[src/design/skt_pkg.sv]
`default_nettype none

package skt_pkg;

	// Table size, the widths that follow from it, and the key and reported-count widths.
	localparam int CAPACITY = 16;
	localparam int IDX_W    = (CAPACITY > 1) ? $clog2(CAPACITY) : 1;
	localparam int CNT_W    = $clog2(CAPACITY + 1);
	localparam int KEY_W    = 32;
	localparam int ECNT_W   = 5;

	// Operation codes carried on the request tuser.
	localparam logic [1:0] OP_INSERT = 2'd0;
	localparam logic [1:0] OP_DELETE = 2'd1;
	localparam logic [1:0] OP_SEARCH = 2'd2;

	typedef logic signed [KEY_W-1:0] key_t;
	typedef logic [CNT_W-1:0] cnt_t;
	typedef logic [IDX_W-1:0] idx_t;

	typedef enum logic [1:0] {
		STAT_OK   = 2'd0,
		STAT_MISS = 2'd1,
		STAT_FULL = 2'd2
	} status_t;

	typedef enum logic [1:0] {
		ST_IDLE,
		ST_SWEEP,
		ST_FINISH,
		ST_REPORT
	} ctrl_state_t;

	// Result item, last field in the lowest bits.
	typedef struct packed {
		logic                table_empty;
		logic [ECNT_W-1:0]   entry_count;
		status_t             status;
	} result_t;

	localparam int RES_W = $bits(result_t);

	// Entry count as reported: the stored count taken modulo 32.
	function automatic logic [ECNT_W-1:0] entry_bits(input cnt_t cnt);
		logic [CNT_W+ECNT_W-1:0] wide;
		wide = {{ECNT_W{1'b0}}, cnt};
		return wide[ECNT_W-1:0];
	endfunction

endpackage

`default_nettype wire

[src/design/skt_ram.sv]
`default_nettype none

module skt_ram #(
	parameter int DEPTH = 16,
	parameter int WIDTH = 32,
	parameter int AW    = (DEPTH > 1) ? $clog2(DEPTH) : 1
) (
	input  wire logic             clk,
	input  wire logic             we,
	input  wire logic [AW-1:0]    waddr,
	input  wire logic [WIDTH-1:0] wdata,
	input  wire logic             re,
	input  wire logic [AW-1:0]    raddr,
	output logic      [WIDTH-1:0] rdata
);

	logic [WIDTH-1:0] mem [DEPTH];

	// One write port, one registered read port.
	always_ff @(posedge clk) begin
		if (we) begin
			mem[waddr] <= wdata;
		end
		if (re) begin
			rdata <= mem[raddr];
		end
	end

endmodule

`default_nettype wire

[src/design/skt_ctrl.sv]
`default_nettype none

module skt_ctrl
	import skt_pkg::*;
(
	input  wire logic        clk,
	input  wire logic        arst_n,
	// Request side.
	input  wire logic        req_valid,
	output logic             req_ready,
	input  wire logic [1:0]  req_op,
	input  wire key_t        req_key,
	// Result side.
	output logic             res_valid,
	input  wire logic        res_ready,
	output result_t          res,
	// Key memory.
	output logic             ram_we,
	output idx_t             ram_waddr,
	output logic [KEY_W-1:0] ram_wdata,
	output logic             ram_re,
	output idx_t             ram_raddr,
	input  wire logic [KEY_W-1:0] ram_rdata
);

	ctrl_state_t state_q, state_d;
	logic [1:0]  op_q;
	key_t        key_q;
	cnt_t        cnt_q;
	cnt_t        rd_idx_q;
	logic        rd_vld_s1;
	idx_t        rd_pos_s1;
	logic        found_q;
	logic [KEY_W-1:0] carry_q;
	status_t     status_q;

	logic        req_full;
	logic        req_skip;
	logic        key_ge;
	logic        key_eq;

	assign req_full = (req_op == OP_INSERT) && (cnt_q == cnt_t'(CAPACITY));
	assign req_skip = req_full || ((req_op != OP_INSERT) && (req_op != OP_DELETE)
		&& (req_op != OP_SEARCH));
	assign key_ge   = $signed(ram_rdata) >= key_q;
	assign key_eq   = ram_rdata == key_q;

	// Next state.
	always_comb begin
		state_d = state_q;
		unique case (state_q)
			ST_IDLE: begin
				if (req_valid) begin
					state_d = req_skip ? ST_REPORT : ST_SWEEP;
				end
			end
			ST_SWEEP: begin
				if ((rd_idx_q == cnt_q) && !rd_vld_s1) begin
					state_d = ST_FINISH;
				end
			end
			ST_FINISH: begin
				state_d = ST_REPORT;
			end
			ST_REPORT: begin
				if (res_ready) begin
					state_d = ST_IDLE;
				end
			end
		endcase
	end

	// Handshakes and memory accesses. A write always trails the read address,
	// so a read never meets a pending write to the same entry.
	always_comb begin
		req_ready = state_q == ST_IDLE;
		res_valid = state_q == ST_REPORT;
		res.status      = status_q;
		res.entry_count = entry_bits(cnt_q);
		res.table_empty = cnt_q == '0;

		ram_re    = (state_q == ST_SWEEP) && (rd_idx_q < cnt_q);
		ram_raddr = rd_idx_q[IDX_W-1:0];

		ram_we    = 1'b0;
		ram_waddr = rd_pos_s1;
		ram_wdata = carry_q;
		if ((state_q == ST_SWEEP) && rd_vld_s1) begin
			if (op_q == OP_INSERT) begin
				// Shift the tail up by one, new key at the first entry not smaller.
				if (found_q) begin
					ram_we = 1'b1;
				end else if (key_ge) begin
					ram_we    = 1'b1;
					ram_wdata = key_q;
				end
			end else if ((op_q == OP_DELETE) && found_q) begin
				// Shift the tail down by one over the removed entry.
				ram_we    = 1'b1;
				ram_waddr = rd_pos_s1 - idx_t'(1);
				ram_wdata = ram_rdata;
			end
		end else if ((state_q == ST_FINISH) && (op_q == OP_INSERT)) begin
			// The last shifted entry, or the new key when it goes at the end.
			ram_we    = 1'b1;
			ram_waddr = cnt_q[IDX_W-1:0];
			ram_wdata = found_q ? carry_q : key_q;
		end
	end

	// Sequencer registers.
	always_ff @(posedge clk or negedge arst_n) begin
		if (!arst_n) begin
			state_q   <= ST_IDLE;
			cnt_q     <= '0;
			rd_idx_q  <= '0;
			rd_vld_s1 <= 1'b0;
			found_q   <= 1'b0;
			op_q      <= OP_INSERT;
			status_q  <= STAT_MISS;
		end else begin
			state_q   <= state_d;
			rd_vld_s1 <= ram_re;
			unique case (state_q)
				ST_IDLE: begin
					if (req_valid) begin
						op_q     <= req_op;
						rd_idx_q <= '0;
						found_q  <= 1'b0;
						status_q <= req_full ? STAT_FULL : STAT_MISS;
					end
				end
				ST_SWEEP: begin
					if (ram_re) begin
						rd_idx_q <= rd_idx_q + cnt_t'(1);
					end
					if (rd_vld_s1 && !found_q) begin
						if (op_q == OP_INSERT) begin
							found_q <= key_ge;
						end else begin
							found_q <= key_eq;
						end
					end
				end
				ST_FINISH: begin
					if (op_q == OP_INSERT) begin
						cnt_q    <= cnt_q + cnt_t'(1);
						status_q <= STAT_OK;
					end else if (found_q) begin
						if (op_q == OP_DELETE) begin
							cnt_q <= cnt_q - cnt_t'(1);
						end
						status_q <= STAT_OK;
					end
				end
				ST_REPORT: begin
				end
			endcase
		end
	end

	// Payload registers.
	always_ff @(posedge clk) begin
		rd_pos_s1 <= rd_idx_q[IDX_W-1:0];
		if ((state_q == ST_IDLE) && req_valid) begin
			key_q <= req_key;
		end
		if ((state_q == ST_SWEEP) && rd_vld_s1 && (op_q == OP_INSERT)
			&& (found_q || key_ge)) begin
			carry_q <= ram_rdata;
		end
	end

endmodule

`default_nettype wire

[src/design/sorted_key_table_top.sv]
// Each request sweeps the stored keys with one key memory read per cycle; a request is taken
// only while idle, so the next one waits until the result has moved to the output register.
// A full-table insert or an unused code skips the sweep and goes straight to the report state.
// A stalled output holds the result in the report state and so delays the next request.
// A new request is taken while the previous result still waits in the output register.
// Reset (arst_n low, asynchronous) empties the table; the key memory is not cleared.
`default_nettype none

module sorted_key_table_top
	import skt_pkg::*;
(
	input  wire logic        clk,
	input  wire logic        arst_n,
	input  wire logic        s_tvalid,
	output logic             s_tready,
	input  wire logic [31:0] s_tdata,   // [31:0] key
	input  wire logic [1:0]  s_tuser,   // [1:0] operation
	output logic             m_tvalid,
	input  wire logic        m_tready,
	output logic [7:0]       m_tdata    // [1:0] status, [6:2] entry_count, [7] table_empty
);

	logic             res_valid;
	logic             res_ready;
	result_t          res;
	result_t          out_q;
	logic             out_vld_q;
	logic             ram_we;
	idx_t             ram_waddr;
	logic [KEY_W-1:0] ram_wdata;
	logic             ram_re;
	idx_t             ram_raddr;
	logic [KEY_W-1:0] ram_rdata;

	skt_ctrl u_ctrl (
		.clk       (clk),
		.arst_n    (arst_n),
		.req_valid (s_tvalid),
		.req_ready (s_tready),
		.req_op    (s_tuser),
		.req_key   ($signed(s_tdata)),
		.res_valid (res_valid),
		.res_ready (res_ready),
		.res       (res),
		.ram_we    (ram_we),
		.ram_waddr (ram_waddr),
		.ram_wdata (ram_wdata),
		.ram_re    (ram_re),
		.ram_raddr (ram_raddr),
		.ram_rdata (ram_rdata)
	);

	skt_ram #(
		.DEPTH (CAPACITY),
		.WIDTH (KEY_W),
		.AW    (IDX_W)
	) u_ram (
		.clk   (clk),
		.we    (ram_we),
		.waddr (ram_waddr),
		.wdata (ram_wdata),
		.re    (ram_re),
		.raddr (ram_raddr),
		.rdata (ram_rdata)
	);

	// Output register: loads when empty or being drained.
	assign res_ready = !out_vld_q || m_tready;

	always_ff @(posedge clk or negedge arst_n) begin
		if (!arst_n) begin
			out_vld_q <= 1'b0;
		end else if (res_valid && res_ready) begin
			out_vld_q <= 1'b1;
		end else if (m_tready) begin
			out_vld_q <= 1'b0;
		end
	end

	always_ff @(posedge clk) begin
		if (res_valid && res_ready) begin
			out_q <= res;
		end
	end

	assign m_tvalid = out_vld_q;
	assign m_tdata  = RES_W'(out_q);

endmodule

`default_nettype wire

[config.mk]
export PLATFORM = sky130hd
export DESIGN_NAME = sorted_key_table_top
export DESIGN_NICKNAME = d
export VERILOG_FILES = /design/src/design/skt_pkg.sv /design/src/design/skt_ram.sv /design/src/design/skt_ctrl.sv /design/src/design/sorted_key_table_top.sv
export SDC_FILE = /design/constraint.sdc
export NUM_CORES = 1
export LEC_CHECK = 0
export BUFFER_PORTS_ARGS = -buffer_cell sky130_fd_sc_hd__buf_4
export CAP_MARGIN = 0
export CORE_ASPECT_RATIO = 2
export CORE_UTILIZATION = 45
export CTS_BUF_LIST = sky130_fd_sc_hd__clkbuf_16
export DETAILED_ROUTE_END_ITERATION = 6
export PLACE_DENSITY = 0.57
export SYNTH_ARGS = -nofsm -noshare
export SYNTH_HDL_FRONTEND = slang
export SYNTH_HIERARCHICAL = 1
export SYNTH_SLANG_ARGS = --single-unit
export TNS_END_PERCENT = 20
[constraint.sdc]
create_clock -name clk -period 15.36 [get_ports clk]
set_input_delay 0.768 -clock clk [delete_from_list [all_inputs] [get_ports clk]]
set_output_delay 0.768 -clock clk [all_outputs]
set_load 0.005 [all_outputs]
### Yosys cells after proc, flatten, opt, wreduce, memory -nomap -nowiden

Memories as Yosys holds them, arrays and structs flattened. A register that Yosys moved wholly into a read port is not among the register bits.
Cells that the tools add are included.

| word-level totals | value |
|---|---|
| register bits after elaboration | 95 |
| bits in writable memories | 512 |
| input bits | 38 |
| word-level logic and storage cells | 112 |
| memories kept | 1 |

Memory list:

| name | words | bits a word | read ports | clocked after memory_dff | write ports | RTL line | source |
|---|---|---|---|---|---|---|---|
| u_ram.mem | 16 | 32 | 1 | 1 | 1 | skt_ram.sv:17 | `logic [WIDTH-1:0] mem [DEPTH];` |

| operators by class | value |
|---|---|
| add/sub/neg operators | 4 |
| order comparisons | 2 |
| eq/ne operators | 15 |
| muxes and demuxes | 41 |
| reductions and logical operators | 35 |

Operator list:

| cell | count |
|---|---|
| 32-bit two-way mux | 7 |
| 32-bit equality test | 1 |
| 32-bit >= comparator | 1 |
| 5-bit two-way mux | 5 |
| 2-bit two-way mux | 8 |
| 4-bit two-way mux | 4 |
| 3-bit AND reduction | 5 |
| 1-bit logical AND | 13 |
| 1-bit two-way mux | 13 |
| 2-bit nonzero test | 6 |
| 5-bit by 1-bit adder with 5-bit output (second input constant) | 2 |
| 5-bit one-hot mux with 2 select lines | 1 |
| 2-bit by 1-bit != test with 1-bit output (second input constant) | 4 |
| 2-bit one-hot mux with 4 select lines | 1 |
| 2-bit zero test | 3 |
| 2-bit != test (second input constant) | 3 |
| 5-bit equality test | 1 |
| 5-bit equality test (second input constant) | 1 |
| 5-bit zero test | 1 |
| 5-bit < comparator | 1 |
| 5-bit by 1-bit subtractor with 5-bit output (second input constant) | 1 |
| 2-bit by 1-bit equality test with 1-bit output (second input constant) | 2 |
| 2-bit equality test (second input constant) | 2 |
| 2-bit one-hot mux with 2 select lines | 1 |
| 6 further kinds | 10 |

### Depth between registers and ports, before layout

| depth | value |
|---|---|
| depth after elaboration | 7 |
| mapped depth | 11 |

### Hierarchy

The synthesis kept the hierarchy.

Modules (own cells, without submodules):

| module | instances | cells an instance | area each (um^2) | sequential area each (um^2) |
|---|---|---|---|---|
| skt_ram | 1 | 838 | 20155.6 | 16335.7 |
| skt_ctrl | 1 | 639 | 5978.2 | 2453.6 |
| sorted_key_table_top | 1 | 12 | 294.0 | 265.3 |

### Worst setup path before layout

OpenSTA, ideal clock, no wires.

| timing path | value |
|---|---|
| path type | reg2reg |
| from | register u_ram.rdata[14] (read register of u_ram.mem) |
| to | memory u_ram.mem[0][0] (enable) |
| setup time | 461 ps |
| data arrival time | 7134 ps |
| required time | 14899 ps |
| path slack | 7765 ps |
| cell stages (with the launch flop) | 11 |
| path buffers | 0 |
| clock period less this slack | 7595 ps |
| cell sequence | edfxtp_1 -> ha_1 -> nand4_1 -> or2_1 -> a211o_1 -> o211ai_2 -> a21oi_2 -> a211oi_1 -> or2_2 -> or3b_2 -> nor3_1 |

| on the way | value |
|---|---|
| word-level cells in the longest chain between the ends | 7 |

RTL lines:

| what | RTL line | source |
|---|---|---|
| start, declared | skt_ram.sv:14 | `output logic [WIDTH-1:0] rdata` |
| 32-bit >= comparator | skt_ctrl.sv:45 | `assign key_ge = $signed(ram_rdata) >= key_q;` |
| 1-bit two-way mux | skt_ctrl.sv:93 | `end else if (key_ge) begin` |
| 1-bit two-way mux | skt_ctrl.sv:91 | `if (found_q) begin` |
| 1-bit two-way mux | skt_ctrl.sv:89 | `if (op_q == OP_INSERT) begin` |
| 1-bit two-way mux | skt_ctrl.sv:88 | `if ((state_q == ST_SWEEP) && rd_vld_s1) begin` |
| via ram_we | sorted_key_table_top.sv:28 | `logic ram_we;` |
| 1-bit two-way mux | skt_ram.sv:21 | `if (we) begin` |
| 1-bit two-way mux (implied by the code) | skt_ram.sv:22 | `mem[waddr] <= wdata;` |
| end, declared | skt_ram.sv:17 |  |

The timed path passes the listed nets, and every way through them passes these cells.

### Worst setup path in the final report

| timing path | value |
|---|---|
| from | register u_ctrl.state_q[1] |
| to | memory u_ram.mem[13][13] (enable) |

| on the way | value |
|---|---|
| elaborated cells on any way between the ends | 10 |
| classes of those cells | 2 x eq/ne; 6 x mux; 2 x reduce/logical |

RTL lines:

| what | RTL line | source |
|---|---|---|
| start, declared | skt_ctrl.sv:26 | `ctrl_state_t state_q, state_d;` |
| start signal, assigned | skt_ctrl.sv:122 | `state_q <= state_d;` |
| 2-bit equality test | skt_ctrl.sv:103 | `end else if ((state_q == ST_FINISH) && (op_q == OP_INSERT)) begin` |
| 1-bit logical AND | skt_ctrl.sv:103 |  |
| 4-bit two-way mux | skt_ctrl.sv:103 |  |
| 4-bit two-way mux * | skt_ctrl.sv:88 |  |
| via ram_waddr[0] | sorted_key_table_top.sv:29 | `idx_t ram_waddr;` |

The timed path passes the listed nets; every way through them passes the cells marked *.

==> impl_metrics.yaml <==
power_and_ir_drop:
  power.share.clock_pct: 25.6
  intPower_mw: 3.74
  p_switching_mw: 1.80
  comb_power_share_pct: 28.8
  swShare_pct: 32.5
  p_leak_nw: 9.61
  power-per-cell-area_mw_per_mm2: 187
  pwr-share-seq_pct: 45.7
  ir_drop_uv: 92.7
placement:
  hpwl_um: 37800
  port_buffers: 47
  finalWeightedCongestion: 0.846
cells_and_area:
  fill_cells: 4660
  antenna_cells: 0
  fin_util_pct: 51.0
  drive_above_1_share_pct: 23.5
  final_common_cell: "edfxtp_1"
  area_growth_syn_to_layout_pct: 11.9
  final_cell_mix: "edfxtp_1, mux4_2, nand2_1"
  final_nets: 1624
clock_network:
  cts_setup_buffers: 0
  cts_max_level: 2
  cts_hold_buf: 0
  cts_buffers: 54
  clk_latency_ps: 610
  cts_max_path_buffers: 3
  cts.repair.resized: 0
  cts_root_buffer: "clkbuf_16"
  clk_pin_slew_ps: 70
  cts_sinks: 639
  cts_tree: "done"
global_route:
  grt_overflow: 0
  grt_pass1_vias: 14900
  antenna_found_initial: 2
  grt_start_max_net_pins: 73
  grt_pass1_wl_um: 96600
  track_usage_pct: 22.2
synthesis:
  synthArstFlopShare_pct: 2.97
  synth_fp_nets: 1574
  yosysWarningCount: 6
  synth_flop_cell: "edfxtp_1"
  synth_cell_types: 56
  ys_ff_latch: 639
  synth.avg_cell_area_sq_um: 17.7
  ys_seq_area_share_pct: 72.1
  synth-edff-count: 616
  syn_area_sq_mm: 0.0264
  syn_inst: 1489
floorplan:
  die_h_um: 345
  die_area_sq_mm: 0.0598
  coreArea_sq_mm: 0.0580
  rows: 125
  die_x_um: 173
  start_util_pct: 45.5
  io_pins: 48
sta:
  tns_ps: 0
  rsz0062_at_grt: "false"
  tightestPinTransition_ps: 1230
  slew_viol_final: 0
  period_share_pct: 32.1
  setup-violations-final: 0
  max_clock_freq_mhz: 203
  clock_skew_ps: 21.3
  fin_crit_ps: 4940
  final-hold-violation-count: 0
  slew_headroom_pct: 17.8
route:
  drt_iter0_markers: 1147
  vias: 14200
  drc: 0
  avgViaCountPerCell: 6.06
  first_pass_iters: 5
  ant_nets: 0
  wl_per_cell_um: 27.8
  totalWireLength_um: 65300
min_path:
  hp-class: "primary input to asynchronous set/reset pin"
flow_run:
  cap_violations: 0
setup_path:
  required_ps: 15570
  cp-end-kind: "register"
  crit_type: "register to register"
  start_kind: "register"
  worstPathMaxFanout: 72
  cp.arrival_ps: 5150
run_status:
  run_status: "finished, final reports clean"
synth_stat cells (all sizes together) (4+ instances only):
cell / count / area share, %
nand2: 121 / 1.7
inv: 47 / 0.67
dfxtp: 4 / 0.30
a22oi: 96 / 3.3
a31oi: 32 / 0.76
a22o: 4 / 0.13
edfxtp: 616 / 70
nand2b: 8 / 0.22
a211oi: 38 / 1.1
o21ai: 20 / 0.38
a21o: 8 / 0.23
and3: 32 / 0.76
nor2b: 7 / 0.17
mux4: 128 / 11
dfrtp: 18 / 1.7
nand3: 9 / 0.17
ha: 46 / 2.2
nor2: 23 / 0.33
buf: 40 / 0.90
nor3: 40 / 0.76
mux2: 4 / 0.17
clkbuf: 48 / 0.68
nand4: 10 / 0.24
a21oi: 54 / 1.0
critical path: stages (launching register included):
cell and delay (ps):
dfrtp_1 400, inv_1 80, ha_1 320, nand2_2 90, buf_4 650, nand3_1 350
o21ai_0 240, nor2_1 70, a211oi_1 800, nand2b_1 450, nor2_4 1040
sequential cells by signal (all words and copies together), names as in the netlist, 4 cells and up:
signal and count:
m_tdata 8, u_ram/rdata 32, u_ctrl/rd_idx_q 5, u_ram/mem 512, u_ctrl/cnt_q 5, u_ctrl/rd_pos_s1 4, u_ctrl/carry_q 32, u_ctrl/key_q 32
worst paths after layout:
check                                       start                  to  slack, ps  cells after the start
worst min-delay path                       arst_n      u_ctrl/found_q         30                      1
min in group clk                      s_tdata[17]    u_ctrl/key_q[17]        340                      1
max in group asynchronous                  arst_n  u_ctrl/status_q[0]      15030                      1
worst max-delay path            u_ctrl/state_q[1]   u_ram/mem[13][13]      10420                     10
worst max register to register  u_ctrl/state_q[1]   u_ram/mem[13][13]      10420                     10
worst min register to register     u_ram/rdata[3]   u_ctrl/carry_q[3]        490                      0
per-layer routing:
| metal | GRT usage, % | share of wire [%] | up-vias |
|---|---|---|---|
| met4 | 8.31 | 3.4 | 0 |
| met1 | 27.0 | 38 | 7460 |
| met2 | 40.6 | 54 | 498 |
| li1 | - | - | 6125 |
| met5 | 0 | 0 | - |
| met3 | 2.51 | 4.9 | 125 |
through the flow:
| stage | setup WS (ps) | cell area (sq um) | cells | total power [mW] | hold WS [ps] |
|---|---|---|---|---|---|
| 3_5_place_dp | 10470 | 27800 | 2245 | 4.18 | 477 |
| 6_report | 10420 | 29600 | 2346 | 5.54 | 30.8 |
| 2_1_floorplan | 7770 | 26400 | 1489 | 3.59 | 431 |
| 3_3_place_gp | 10610 | 27800 | 2245 | 4.14 | 451 |
| 4_1_cts | 10430 | 29600 | 2346 | 5.59 | 8.95 |
| 5_1_grt | 10050 | 29600 | 2346 | 5.78 | 31.2 |
power groups by stage:
stage | Combinational (mW) | Sequential, mW | Clock, mW
after global routing | 1.73 | 2.55 | 1.50
after floorplan | 1.10 | 2.49 | 0
after detailed placement | 1.61 | 2.57 | 0
final | 1.59 | 2.53 | 1.42
after CTS | 1.61 | 2.53 | 1.45
after global placement | 1.58 | 2.56 | 0
cell families (layout without fill, tap and decap cells):
family | after synthesis | after routing | synth area share, %
muxes | 132 | 132 | 11.1
adders and majority gates | 47 | 47 | 2.25
AOI/OAI and AO/OA | 265 | 265 | 7.35
xor gates and xnor gates | 5 | 5 | 0.166
and+or+nand+nor | 266 | 266 | 4.80
buffers and inverters | 135 | 230 | 2.25
DFF | 639 | 639 | 72.1
area by class of cell:
cell class	count	area, sq um	area share [%]
Inverter	47	176	0.596
Clock inverter	46	444	1.50
Sequential cell	639	19100	64.4
Clock buffer	55	1380	4.65
Tap cell	762	953	3.22
Timing Repair Buffer	82	616	2.08
Multi-Input combinational cell	715	6950	23.5
No activity file was read; power rests on OpenSTA's default activity.
